<file path="config.mk">
export PLATFORM = sky130hd
export DESIGN_NAME = tks_search_seq
export DESIGN_NICKNAME = d
export VERILOG_FILES = /design/src/tks_pkg.sv /design/src/tks_search_seq.sv
export SDC_FILE = /design/constraint.sdc
export NUM_CORES = 1
export LEC_CHECK = 0
export ABC_AREA = 1
export BUFFER_PORTS_ARGS = -buffer_cell sky130_fd_sc_hd__buf_2
export CORE_AREA = 2 2 121 123
export CTS_CLUSTER_DIAMETER = 30
export DETAILED_ROUTE_END_ITERATION = 12
export DIE_AREA = 0 0 123 125
export SLEW_MARGIN = 20
export SYNTH_ARGS = -nofsm -noshare
export SYNTH_HDL_FRONTEND = slang
export SYNTH_SLANG_ARGS = --single-unit
</file>
<file path="constraint.sdc">
create_clock -name aclk -period 3 [get_ports aclk]
set_input_delay 0 -clock aclk [delete_from_list [all_inputs] [get_ports aclk]]
set_output_delay 0 -clock aclk [all_outputs]
set_load 0.02 [all_outputs]
</file>
<file path="src/tks_pkg.sv">
package tks_pkg;

    localparam int KEY_W  = 32;
    localparam int ACT_W  = 2;
    localparam int MODE_W = 2;
    localparam int POS_W  = 11;

    // action codes carried in s_tuser
    localparam logic [ACT_W-1:0] ACT_CLEAR  = 2'd0;
    localparam logic [ACT_W-1:0] ACT_APPEND = 2'd1;
    localparam logic [ACT_W-1:0] ACT_SEARCH = 2'd2;

    // search_mode codes; the unused code behaves as forward
    localparam logic [MODE_W-1:0] MODE_FORWARD  = 2'd0;
    localparam logic [MODE_W-1:0] MODE_BACKWARD = 2'd1;
    localparam logic [MODE_W-1:0] MODE_BINARY   = 2'd2;

    typedef enum logic [1:0] {
        ST_IDLE,
        ST_SCAN,
        ST_DONE
    } seq_state_t;

    // search request from the top level to the sequencer
    typedef struct packed {
        logic              start;
        logic [MODE_W-1:0] mode;
        logic [KEY_W-1:0]  key;
    } tks_cmd_t;

    // sequencer status and result
    typedef struct packed {
        logic             idle;
        logic             done;
        logic             found;
        logic [POS_W-1:0] pos;
    } tks_stat_t;

endpackage

</file>
<file path="src/tks_search_seq.sv">
module tks_search_seq
    import tks_pkg::*;
#(
    parameter int CNT_W  = 11,
    parameter int ADDR_W = 10
) (
    input  logic              aclk,
    input  logic              aresetn,
    input  tks_cmd_t          cmd,
    input  logic [CNT_W-1:0]  entry_count,
    input  logic              out_free,
    output tks_stat_t         stat,
    output logic              rd_en,
    output logic [ADDR_W-1:0] rd_addr,
    input  logic [KEY_W-1:0]  rd_data
);

    seq_state_t state_reg, state_next;

    logic [CNT_W-1:0]  lo_reg, lo_next;
    logic [CNT_W-1:0]  hi_reg, hi_next;
    logic              pend_reg, pend_next;
    logic [CNT_W-1:0]  pend_pos_reg, pend_pos_next;
    logic [KEY_W-1:0]  key_reg, key_next;
    logic [MODE_W-1:0] mode_reg, mode_next;
    logic              found_reg, found_next;
    logic [CNT_W-1:0]  res_pos_reg, res_pos_next;

    logic              in_range;
    logic              hit;
    logic              key_lt;
    logic              is_bin;
    logic              is_bwd;
    logic              scan_end;
    logic [CNT_W:0]    mid_sum;
    logic [CNT_W-1:0]  mid;
    logic [CNT_W-1:0]  probe_pos;
    logic [CNT_W-1:0]  probe_addr;
    logic [POS_W+CNT_W-1:0] pos_ext;

    // shared compare unit: equality and signed order against the probe read
    assign hit    = pend_reg && (rd_data == key_reg);
    assign key_lt = $signed(key_reg) < $signed(rd_data);

    assign is_bin   = (mode_reg == MODE_BINARY);
    assign is_bwd   = (mode_reg == MODE_BACKWARD);
    assign in_range = (lo_reg <= hi_reg);
    assign mid_sum  = {1'b0, lo_reg} + {1'b0, hi_reg};
    assign mid      = mid_sum[CNT_W:1];

    // no match and nothing left to probe
    assign scan_end = !hit && (is_bin ? (!pend_reg && !in_range) : !in_range);

    // next position to read
    always_comb begin
        if (is_bin) begin
            probe_pos = mid;
        end else if (is_bwd) begin
            probe_pos = hi_reg;
        end else begin
            probe_pos = lo_reg;
        end
    end

    assign probe_addr = probe_pos - CNT_W'(1);
    assign rd_addr    = probe_addr[ADDR_W-1:0];

    // next state
    always_comb begin
        state_next = state_reg;
        case (state_reg)
            ST_IDLE: begin
                if (cmd.start) begin
                    state_next = ST_SCAN;
                end
            end
            ST_SCAN: begin
                if (hit || scan_end) begin
                    state_next = ST_DONE;
                end
            end
            ST_DONE: begin
                if (out_free) begin
                    state_next = ST_IDLE;
                end
            end
            default: state_next = ST_IDLE;
        endcase
    end

    // datapath and read control
    always_comb begin
        lo_next       = lo_reg;
        hi_next       = hi_reg;
        pend_next     = 1'b0;
        pend_pos_next = pend_pos_reg;
        key_next      = key_reg;
        mode_next     = mode_reg;
        found_next    = found_reg;
        res_pos_next  = res_pos_reg;
        rd_en         = 1'b0;
        case (state_reg)
            ST_IDLE: begin
                if (cmd.start) begin
                    lo_next   = CNT_W'(1);
                    hi_next   = entry_count;
                    key_next  = cmd.key;
                    mode_next = cmd.mode;
                end
            end
            ST_SCAN: begin
                if (hit) begin
                    found_next   = 1'b1;
                    res_pos_next = pend_pos_reg;
                end else if (scan_end) begin
                    found_next   = 1'b0;
                    res_pos_next = '0;
                end else if (is_bin) begin
                    if (pend_reg) begin
                        // narrow the window around the probe just compared
                        if (key_lt) begin
                            hi_next = pend_pos_reg - CNT_W'(1);
                        end else begin
                            lo_next = pend_pos_reg + CNT_W'(1);
                        end
                    end else begin
                        rd_en         = 1'b1;
                        pend_next     = 1'b1;
                        pend_pos_next = probe_pos;
                    end
                end else begin
                    // linear: one read per cycle; each read is compared once the RAM has registered its data
                    rd_en         = 1'b1;
                    pend_next     = 1'b1;
                    pend_pos_next = probe_pos;
                    if (is_bwd) begin
                        hi_next = hi_reg - CNT_W'(1);
                    end else begin
                        lo_next = lo_reg + CNT_W'(1);
                    end
                end
            end
            default: begin
            end
        endcase
    end

    always_ff @(posedge aclk) begin
        if (!aresetn) begin
            state_reg <= ST_IDLE;
            pend_reg  <= 1'b0;
        end else begin
            state_reg <= state_next;
            pend_reg  <= pend_next;
        end
    end

    always_ff @(posedge aclk) begin
        lo_reg       <= lo_next;
        hi_reg       <= hi_next;
        pend_pos_reg <= pend_pos_next;
        key_reg      <= key_next;
        mode_reg     <= mode_next;
        found_reg    <= found_next;
        res_pos_reg  <= res_pos_next;
    end

    // position is reported in its low bits only
    assign pos_ext = {{POS_W{1'b0}}, res_pos_reg};

    assign stat.idle  = (state_reg == ST_IDLE);
    assign stat.done  = (state_reg == ST_DONE);
    assign stat.found = found_reg;
    assign stat.pos   = pos_ext[POS_W-1:0];

endmodule

</file>
==> results of run 1 <==
-- worst paths after layout --
| kind | from | end | slack, ps | depth (start not counted) |
|---|---|---|---|---|
| worst max register to register | lo_reg[8]$_SDFFCE_PN0P_ | lo_reg[10]$_SDFFCE_PN0P_ | 270 | 12 |
| worst min-delay path | entry_count[2] | hi_reg[2]$_DFFE_PP_ | 30 | 3 |
| worst max-delay path | hi_reg[0]$_DFFE_PP_ | rd_addr[6] | 250 | 14 |
| worst min register to register | pend_pos_reg[4]$_DFFE_PP_ | res_pos_reg[4]$_SDFFCE_PN0P_ | 570 | 2 |
-- critical path: cells and delay by family, from the launching register on --
kind,cells,cell delay [ps]
AND/OR/NAND/NOR,8,830
adder cells (fa/ha/maj),2,600
flip-flops,1,400
buffers and inverters,3,350
AO/OA/AOI/OAI,1,230
-- synth_stat cells, types with 2 or more instances --
cell / instances / area [sq um]
a21oi_1: 51 / 255
a21oi_2: 3 / 26.3
buf_4: 3 / 22.5
buf_6: 2 / 22.5
clkbuf_1: 5 / 18.8
dfxtp_1: 3 / 60.1
edfxtp_1: 79 / 2370
ha_1: 59 / 738
inv_1: 116 / 435
inv_2: 5 / 18.8
nand2_1: 146 / 548
nand3_1: 36 / 180
nand4_1: 8 / 50.1
nor2_1: 57 / 214
nor2_2: 4 / 25.0
nor3_1: 6 / 30.0
nor3_2: 2 / 20.0
nor4_1: 2 / 12.5
o21a_1: 2 / 15.0
o21ai_0: 33 / 165
o21ai_1: 17 / 85.1
xnor2_1: 6 / 52.6
xor2_1: 5 / 43.8
-- final cells by class --
cell class                      count  area [sq um]  share of cell area, %
Multi-Input combinational cell    447          2580                   36.3
Tap cell                          184           230                   3.24
Timing Repair Buffer              165          1100                   15.4
Sequential cell                    82          2430                   34.2
Clock buffer                       10           229                   3.22
Inverter                          121           454                   6.38
Clock inverter                      6          90.1                   1.27
-- through the flow --
step | total power [mW] | cells | area (sq um) | setup WS, ps
floorplan | 3.33 | 662 | 5510 | 325
global placement | 3.94 | 950 | 6270 | 360
detailed placement | 3.98 | 950 | 6270 | 298
CTS | 5.23 | 1013 | 7060 | 62.2
global route | 5.67 | 1015 | 7120 | -17.6
finish | 5.25 | 1015 | 7120 | 253
-- metal layers --
layer / routed length (um) / vias up / share of wire [%] / track usage [%]
met5: 0 / - / 0 / 0
met4: 340 / 0 / 2.6 / 8.16
met1: 6270 / 2087 / 47 / 23.6
met2: 6180 / 121 / 46 / 29.3
li1: - / 2509 / - / -
met3: 538 / 24 / 4.0 / 2.87
-- report_power, final --
part | internal (mW) | leakage [nW] | switching [mW] | total (mW)
Combinational | 0.810 | 2.53 | 1.52 | 2.33
Sequential | 1.58 | 0.786 | 0.152 | 1.74
Clock | 0.732 | 0.155 | 0.452 | 1.18
Total | 3.13 | 3.47 | 2.12 | 5.25
-- cells by family (layout without fill, tap and decap cells) --
group | after synthesis | after routing | share of synthesized area [%]
fa+ha+maj | 60 | 60 | 13.8
buf+inv | 133 | 302 | 9.56
flops | 82 | 82 | 44.2
compound gates | 111 | 111 | 10.6
xor+xnor | 11 | 11 | 1.75
simple gates | 265 | 265 | 20.2
-- what timing repair did --
action                                 CTS  global route
gates resized for setup                  0            10
setup endpoints to repair                0             4
hold buffers                            47             0
endpoints found under the hold margin   47             0
setup buffers                            0             2
==> flow_summary.json, run 1 <==
{
  "grt_max_degree": 24,
  "worstSetupPathType": "reg2out",
  "finalSetupViolCount": 0,
  "antenna_found_initial": 0,
  "finalHoldViolations": 0,
  "cts_tree": "yes",
  "ys.flop_type": "edfxtp_1",
  "synth_area_sq_um": 5510,
  "crit_chain": "ha_2 > inv_1 > fa_1 > inv_1 > nand2_1 > nand2_1 > and2_1 > nor2_1 > nor2_2 > nor2_4 > nor2_2 > nand3_2 > o21ai_0 > buf_2",
  "synthToLayoutAreaGrowth_pct": 29.2,
  "worstSkewPairLatency_ps": 350,
  "start_util_pct": 38.8,
  "drc": 0,
  "fin_skew_ps": 12.3,
  "ctsLongestPathBuffers": 2,
  "rows": 44,
  "io_pins": 106,
  "grt_pass1_vias": 4666,
  "dr_total_vias": 4741,
  "layout_min_cycle_time_ps": 2750,
  "clkTransAtPathRegs_ps": 60,
  "cts_sinks": 82,
  "die_y_um": 125,
  "dr.pass1.iters": 5,
  "worst_slew_pin_slew_ps": 769,
  "wl_um": 13300,
  "layout_commonest_cell": "nand2_1",
  "wl_per_cell_um": 13.1,
  "drtIter0Drc": 286,
  "dp_hpwl_um": 10500,
  "numPortBuffers": 105,
  "core-area_sq_um": 14200,
  "syn_avg_cell_area_sq_um": 8.32,
  "dieArea_sq_um": 15400,
  "die_x_um": 123,
  "required_ps": 3000,
  "period_share_pct": 91.6,
  "worstHoldPathType": "in2reg",
  "synth_edf_count": 79,
  "status": "finished clean",
  "synthDistinctLibCells": 35,
  "crit_fanout": 4,
  "ant_nets": 0,
  "max-vdd-ir-drop_v": 0.000240,
  "fillerInstances": 1395,
  "fin_nets": 967,
  "arrival_ps": 2750,
  "grt_pass1_wl_um": 21700,
  "tns_ps": 0,
  "cts-root-buf": "clkbuf_16",
  "start_kind": "flop",
  "layout_common_cells": "nand2_1 (146), inv_1 (116), buf_2 (104), edfxtp_1 (79), ha_1 (58)",
  "via_per_inst": 4.67,
  "postLayoutCoreUtil_pct": 50.1,
  "drive_gt1_share_pct": 18.4,
  "cp_slowest_cell": "edfxtp_1",
  "globalRouteOverflowTotal": 0,
  "power_density_nw_per_um2": 738,
  "slew_headroom_pct": 48.7,
  "cts_inserted_buffers": 9,
  "syn-num-nets": 803,
  "maxCapViolCount": 0,
  "max_freq_mhz": 364,
  "ys_ff_latch": 82,
  "gr-usage-all-layers_pct": 18.1,
  "synth_cells": 662,
  "n_antenna_cell": 0,
  "whs_ps": 28.2,
  "gp_congestion": 0.959,
  "ys_seq_area_share_pct": 44.2,
  "largest_register_ffs": 32,
  "slew_viol_final": 0,
  "worstSetupEndpointType": "output pin",
  "cts-htree-levels": 3,
  "slowest_delay_ps": 400,
  "async_flop_share_pct": 0,
  "yosys_warnings": 0,
  "p_leak_nw": 3.47
}
Note: power is estimated with default switching activity, not from simulation.
==> run 2, diff against run 1 <==
GPL_TIMING_DRIVEN = 0   (was unset)
==> run 2 against run 1 <==
First-iteration DRC count shrank 24%. Worst setup slack lost 57 ps. Cell count is essentially flat. Sequential share of layout area shrank 0.15 points. Via count grew 0.80%. Non-clock buffer count grew 1. Routed wire length grew 1.9%. Worst hold slack lost 4.7 ps. Combinational power grew 3%. Global-route usage grew 0.34 points. Sequential power is essentially flat. Critical path type unchanged. Largest power group unchanged.
==> flow_summary.json, run 2 (synthesized netlist as in run 1, its figures left out) <==
{
  "p_sw_mw": 2.18,
  "required_ps": 3000,
  "worstSkewPairLatency_ps": 350,
  "p_total_mw": 5.33,
  "clockPowerShare_pct": 22.4,
  "globalRouteOverflowTotal": 0,
  "gp_congestion": 0.918,
  "crit_chain": "ha_4 > inv_1 > fa_1 > inv_1 > nand2_1 > nand2_2 > nand3_1 > nand3_1 > nand3_1 > nand2_1 > nand3_2 > nor2_4 > nand3_1 > nand2_1 > nand2_1 > buf_2",
  "layout_commonest_cell": "nand2_1",
  "worst_slew_pin_slew_ps": 732,
  "layout_common_cells": "nand2_1 (144), inv_1 (115), buf_2 (106), edfxtp_1 (79), ha_1 (58)",
  "die_y_um": 125,
  "cts_inserted_buffers": 9,
  "grt_pass1_vias": 4745,
  "finalSetupViolCount": 0,
  "pre_cts_ws_ps": -434,
  "cp_slowest_cell": "edfxtp_1",
  "wl_um": 13600,
  "power_density_nw_per_um2": 745,
  "final_cells": 1016,
  "slew_headroom_pct": 51.1,
  "drtIter0Drc": 218,
  "grt_pass1_wl_um": 22100,
  "dp.cells": 951,
  "path_buf_inv": 3,
  "whs_ps": 23.4,
  "max_freq_mhz": 357,
  "wl_per_cell_um": 13.4,
  "rows": 44,
  "n_antenna_cell": 0,
  "dr.pass1.iters": 4,
  "maxCapViolCount": 0,
  "synthToLayoutAreaGrowth_pct": 29.8,
  "core-area_sq_um": 14200,
  "power.internal_mw": 3.15,
  "fin_nets": 968,
  "layout_min_cycle_time_ps": 2800,
  "fin_skew_ps": 7.63,
  "max-vdd-ir-drop_v": 0.000252,
  "slew_viol_final": 0,
  "status": "finished clean",
  "numPortBuffers": 105,
  "setup_ws_ps": 195,
  "grt_max_degree": 35,
  "p_sw_share_pct": 40.9,
  "cts-root-buf": "clkbuf_16",
  "drive_gt1_share_pct": 18.8,
  "combPwrFrac_pct": 44.8,
  "cts_tree": "yes",
  "cts_sinks": 82,
  "io_pins": 106,
  "dieArea_sq_um": 15400,
  "via_per_inst": 4.70,
  "die_x_um": 123,
  "finalHoldViolations": 0,
  "dr_total_vias": 4779,
  "period_share_pct": 93.5,
  "seqPwrFrac_pct": 32.8,
  "antenna_found_initial": 0,
  "cts-htree-levels": 3,
  "worstSetupPathType": "reg2out",
  "start_util_pct": 38.8,
  "slowest_delay_ps": 420,
  "arrival_ps": 2800,
  "gr-usage-all-layers_pct": 18.4,
  "crit_family": "simple AND/OR/NAND/NOR gates",
  "rsz0062_at_grt": "no",
  "worstSetupEndpointType": "output pin",
  "largest_register_ffs": 32,
  "fillerInstances": 1362,
  "start_kind": "flop",
  "p_leak_nw": 3.46,
  "ctsLongestPathBuffers": 2,
  "crit_fanout": 3,
  "dp_hpwl_um": 10600,
  "ant_nets": 0,
  "clkTransAtPathRegs_ps": 60,
  "drc": 0,
  "worstHoldPathType": "in2reg"
}
==> run 2: cell count changes in the layout (fill, tap and decap cells not counted), sizes merged <==
cell    previous run  this run
buf              118       114
clkbuf            10        15
==> run 2: final cells by class <==
| cell class | instances | area, sq um | share of cell area [%] |
|---|---|---|---|
| buffer | 12 | 72.6 | 1.02 |
| clock buffer | 10 | 229 | 3.20 |
| clock inverter | 6 | 90.1 | 1.26 |
| inverter | 121 | 454 | 6.36 |
| multi-input combinational | 447 | 2620 | 36.6 |
| sequential | 82 | 2430 | 34.0 |
| tap | 184 | 230 | 3.22 |
| timing repair buffer | 154 | 1020 | 14.3 |
==> run 2: power groups by stage <==
stage,Sequential [mW],Combinational [mW],Clock (mW)
detailed placement,1.77,2.23,0
global placement,1.76,2.18,0
floorplan,1.73,1.61,0
finish,1.75,2.39,1.19
CTS,1.74,2.31,1.22
global route,1.77,2.71,1.27
==> run 2: layer usage <==
layer | part of all wire, % | track usage, %
met1 | 46 | 23.6
met2 | 48 | 30.9
met3 | 3.7 | 3.74
met4 | 2.0 | 5.95
met5 | 0 | 0
==> run 2: per-stage QoR <==
stage	util, %	setup TNS [ps]	area [sq um]
floorplan	-	0	5510
global placement	44.1	-9880	6260
detailed placement	44.1	-10640	6260
CTS	49.8	-2130	7070
global route	50.3	0	7150
finish	50.3	0	7150
==> run 2: repair_timing <==
action	in CTS	in global routing
hold buffers	47	0
hold endpoints to repair	47	0
gates resized for setup	4	13
setup endpoints to repair	35	50
buffers inserted	1	1
pin swaps	0	2
==> run 2: worst reg2reg max path: stages, from the launching register on <==
cell	delay, ps
edfxtp_1	400
inv_1	80
ha_1	390
inv_1	100
nor3_2	360
nand3_1	110
o21ai_0	160
inv_1	50
nand2_1	90
nand3_1	150
nor2_2	520
==> run 2: final timing paths <==
check                                 start                    endpoint  slack, ps  cells past startpoint
setup reg to reg        hi_reg[9]$_DFFE_PP_  pend_pos_reg[10]$_DFFE_PP_        250                     10
setup / recovery        hi_reg[0]$_DFFE_PP_                  rd_addr[9]        200                     16
hold / removal               entry_count[2]         hi_reg[2]$_DFFE_PP_         20                      3
hold reg to reg   state_reg[0]$_SDFFE_PN0P_   state_reg[1]$_SDFFE_PN0P_        570                      3
==> run 3, diff against run 2 <==
--- a/config.mk
+++ b/config.mk
@@ -8,4 +8,5 @@
 export ABC_AREA = 1
 export BUFFER_PORTS_ARGS = -buffer_cell sky130_fd_sc_hd__buf_2
+export CAP_MARGIN = 20
 export CORE_AREA = 2 2 121 123
 export CTS_CLUSTER_DIAMETER = 30
==> constraint.sdc (replaced) <==
create_clock -name aclk -period 2.4 [get_ports aclk]
set_input_delay 0 -clock aclk [delete_from_list [all_inputs] [get_ports aclk]]
set_output_delay 0 -clock aclk [all_outputs]
set_load 0.05 [all_outputs]
==> run 3 against run 2 <==
The flow now finishes with violations (negative setup slack). Combinational power up 110%. Critical path depth down 2. Sequential cell count unchanged. Die area unchanged. First-iteration DRC count up 42%. Global-route usage up 1.3 points. Worst hold slack better by 330 ps. Total power up 63%. Routed wire length up 18%. Sequential share of layout area down 5.7 points. Register-to-register slack worse by 440 ps. Critical path type unchanged. Critical endpoint is now rd_addr[7]. Largest cell class unchanged.
==> flow_summary.json, run 3 (synthesized netlist as in run 1, its figures left out) <==
{
  "status": "complete, but fails checks",
  "violations": "negative setup slack",
  "power_density_nw_per_um2": 1010,
  "worstHoldPathType": "in2reg",
  "p_leak_nw": 3.97,
  "worstSetupPathType": "reg2out",
  "r2r_end": "lo_reg[8]$_SDFFCE_PN0P_",
  "max_freq_mhz": 359,
  "slew_viol_final": 0,
  "cts-htree-levels": 3,
  "drive_gt1_share_pct": 36.2,
  "r2r_start": "mode_reg[0]$_DFFE_PP_",
  "rsz0062_at_grt": "yes",
  "wl_um": 16000,
  "largest_register_ffs": 32,
  "dieArea_sq_um": 15400,
  "gr-usage-all-layers_pct": 19.7,
  "ff2ff_setup_slack_ps": -190,
  "design_area_sq_um": 8580,
  "reg2regPathDepth": 17,
  "crit_fanout": 3,
  "fin_skew_ps": 9.31,
  "placed_area_sq_um": 6350,
  "die_x_um": 123,
  "slew_headroom_pct": 51.5,
  "dr_total_vias": 5269,
  "worstSkewPairLatency_ps": 350,
  "layout_commonest_cell": "nand2_1",
  "die_y_um": 125,
  "p_sw_mw": 3.72,
  "power.internal_mw": 4.99,
  "synthToLayoutAreaGrowth_pct": 55.7,
  "n_antenna_cell": 0,
  "crit_start": "hi_reg[0]$_DFFE_PP_",
  "postLayoutCoreUtil_pct": 60.4,
  "layout_common_cells": "nand2_1 (115), inv_1 (99), buf_2 (96), edfxtp_1 (79), buf_4 (50)",
  "cp_slowest_cell": "fa_2",
  "clockPowerShare_pct": 17.2,
  "start_kind": "flop",
  "max-vdd-ir-drop_v": 0.000452,
  "tns_ps": -4280,
  "drtIter0Drc": 310,
  "required_ps": 2400,
  "grt_pass1_vias": 5070,
  "antenna_found_initial": 0,
  "rows": 44,
  "numPortBuffers": 105,
  "cts_sinks": 82,
  "core-area_sq_um": 14200,
  "maxCapViolCount": 0,
  "fin_nets": 1039,
  "whs_ps": 356,
  "crit_chain": "ha_2 > inv_2 > fa_2 > inv_2 > o21ai_4 > inv_2 > nor2_1 > nand3_1 > nor2_2 > nand2_2 > nor2_4 > buf_12 > xor2_4 > buf_6",
  "arrival_ps": 2780,
  "cts_tree": "yes",
  "start_util_pct": 38.8,
  "combPwrFrac_pct": 57.4,
  "globalRouteOverflowTotal": 0,
  "crit_top_cell": "inv_2",
  "endpoint": "rd_addr[7]",
  "seqPwrFrac_pct": 25.4,
  "finalSetupViolCount": 34,
  "p_total_mw": 8.71,
  "slowest_delay_ps": 520,
  "grt_max_degree": 35,
  "layout_min_cycle_time_ps": 2780,
  "cts_inserted_buffers": 9,
  "cts-root-buf": "clkbuf_16",
  "clkTransAtPathRegs_ps": 60,
  "via_per_inst": 4.85,
  "gp_congestion": 0.860,
  "period_share_pct": 116,
  "ctsLongestPathBuffers": 2,
  "worstSetupEndpointType": "output pin",
  "setup_ws_ps": -384,
  "p_sw_share_pct": 42.7,
  "io_pins": 106,
  "worst_slew_pin_slew_ps": 727,
  "dr.pass1.iters": 5,
  "ant_nets": 0,
  "dp_hpwl_um": 10700,
  "wl_per_cell_um": 14.7,
  "grt_pass1_wl_um": 23700,
  "drc": 0,
  "finalHoldViolations": 0
}
## run 3: changes by cell type in the layout (fill, tap and decap cells not counted), sizes merged
cell and delta:
clkinv -1, clkbuf +3, dlygate4sd3 +1, buf +66, inv -1, clkinvlp +3
## run 3: timing repair
| item | CTS | global route |
|---|---|---|
| gates cloned | 0 | 3 |
| resized for setup | 86 | 112 |
| pin swaps | 25 | 55 |
| endpoints found under the hold margin | 48 | 0 |
| setup endpoints to repair | 62 | 54 |
| buffers inserted | 36 | 37 |
| hold buffers | 48 | 0 |
## run 3: metal layers
metal,vias to the layer above,share of wire [%],global-route usage [%],routed length [um]
li1,2653,-,-,-
met1,2461,43,24.7,6810
met2,126,51,34.3,8160
met3,29,4.0,2.97,646
met4,0,2.4,6.95,377
met5,-,0,0,0
## run 3: worst min path at each step
stage,from,to,slack [ps],cells past startpoint
after floorplan,cmd[0],key_reg[0]$_DFFE_PP_,100,0
after global placement,cmd[28],key_reg[28]$_DFFE_PP_,180,1
after detailed placement,cmd[30],key_reg[30]$_DFFE_PP_,180,1
after CTS,cmd[30],key_reg[30]$_DFFE_PP_,350,2
after global routing,cmd[14],key_reg[14]$_DFFE_PP_,360,2
final,cmd[28],key_reg[28]$_DFFE_PP_,360,2
## run 3: layout make-up
| cell class | instances | area, sq um |
|---|---|---|
| Fill cell | 1248 | 5630 |
| Multi-Input combinational cell | 447 | 3230 |
| Sequential cell | 82 | 2430 |
| Timing Repair Buffer | 224 | 1800 |
| Inverter | 121 | 475 |
| Tap cell | 184 | 230 |
| Clock buffer | 10 | 229 |
| Clock inverter | 6 | 88.8 |
| Buffer | 12 | 86.3 |
| Timing Repair inverter | 1 | 7.51 |
## run 3: power groups by stage
stage                     sequential (mW)  clock [mW]  combinational [mW]
after floorplan                      2.20           0                2.38
after global placement               2.20           0                3.14
after detailed placement             2.21           0                3.19
after CTS                            2.18        1.53                4.05
after global routing                 2.24        1.58                5.40
final                                2.21        1.50                4.99
## run 3: worst max-delay path, delay by kind of cell (launching register included)
family,cells,cell delay (ps)
compound gates,1,150
xor+xnor,1,140
fa+ha+maj,2,740
buf+inv,5,440
flops,1,410
simple gates,5,560
## run 3: through the flow
stage,worst slack [ps],std cells
after global routing,-488,1087
final,-384,1087
after floorplan,-154,662
after CTS,-392,1051
after detailed placement,-594,951
after global placement,-570,951
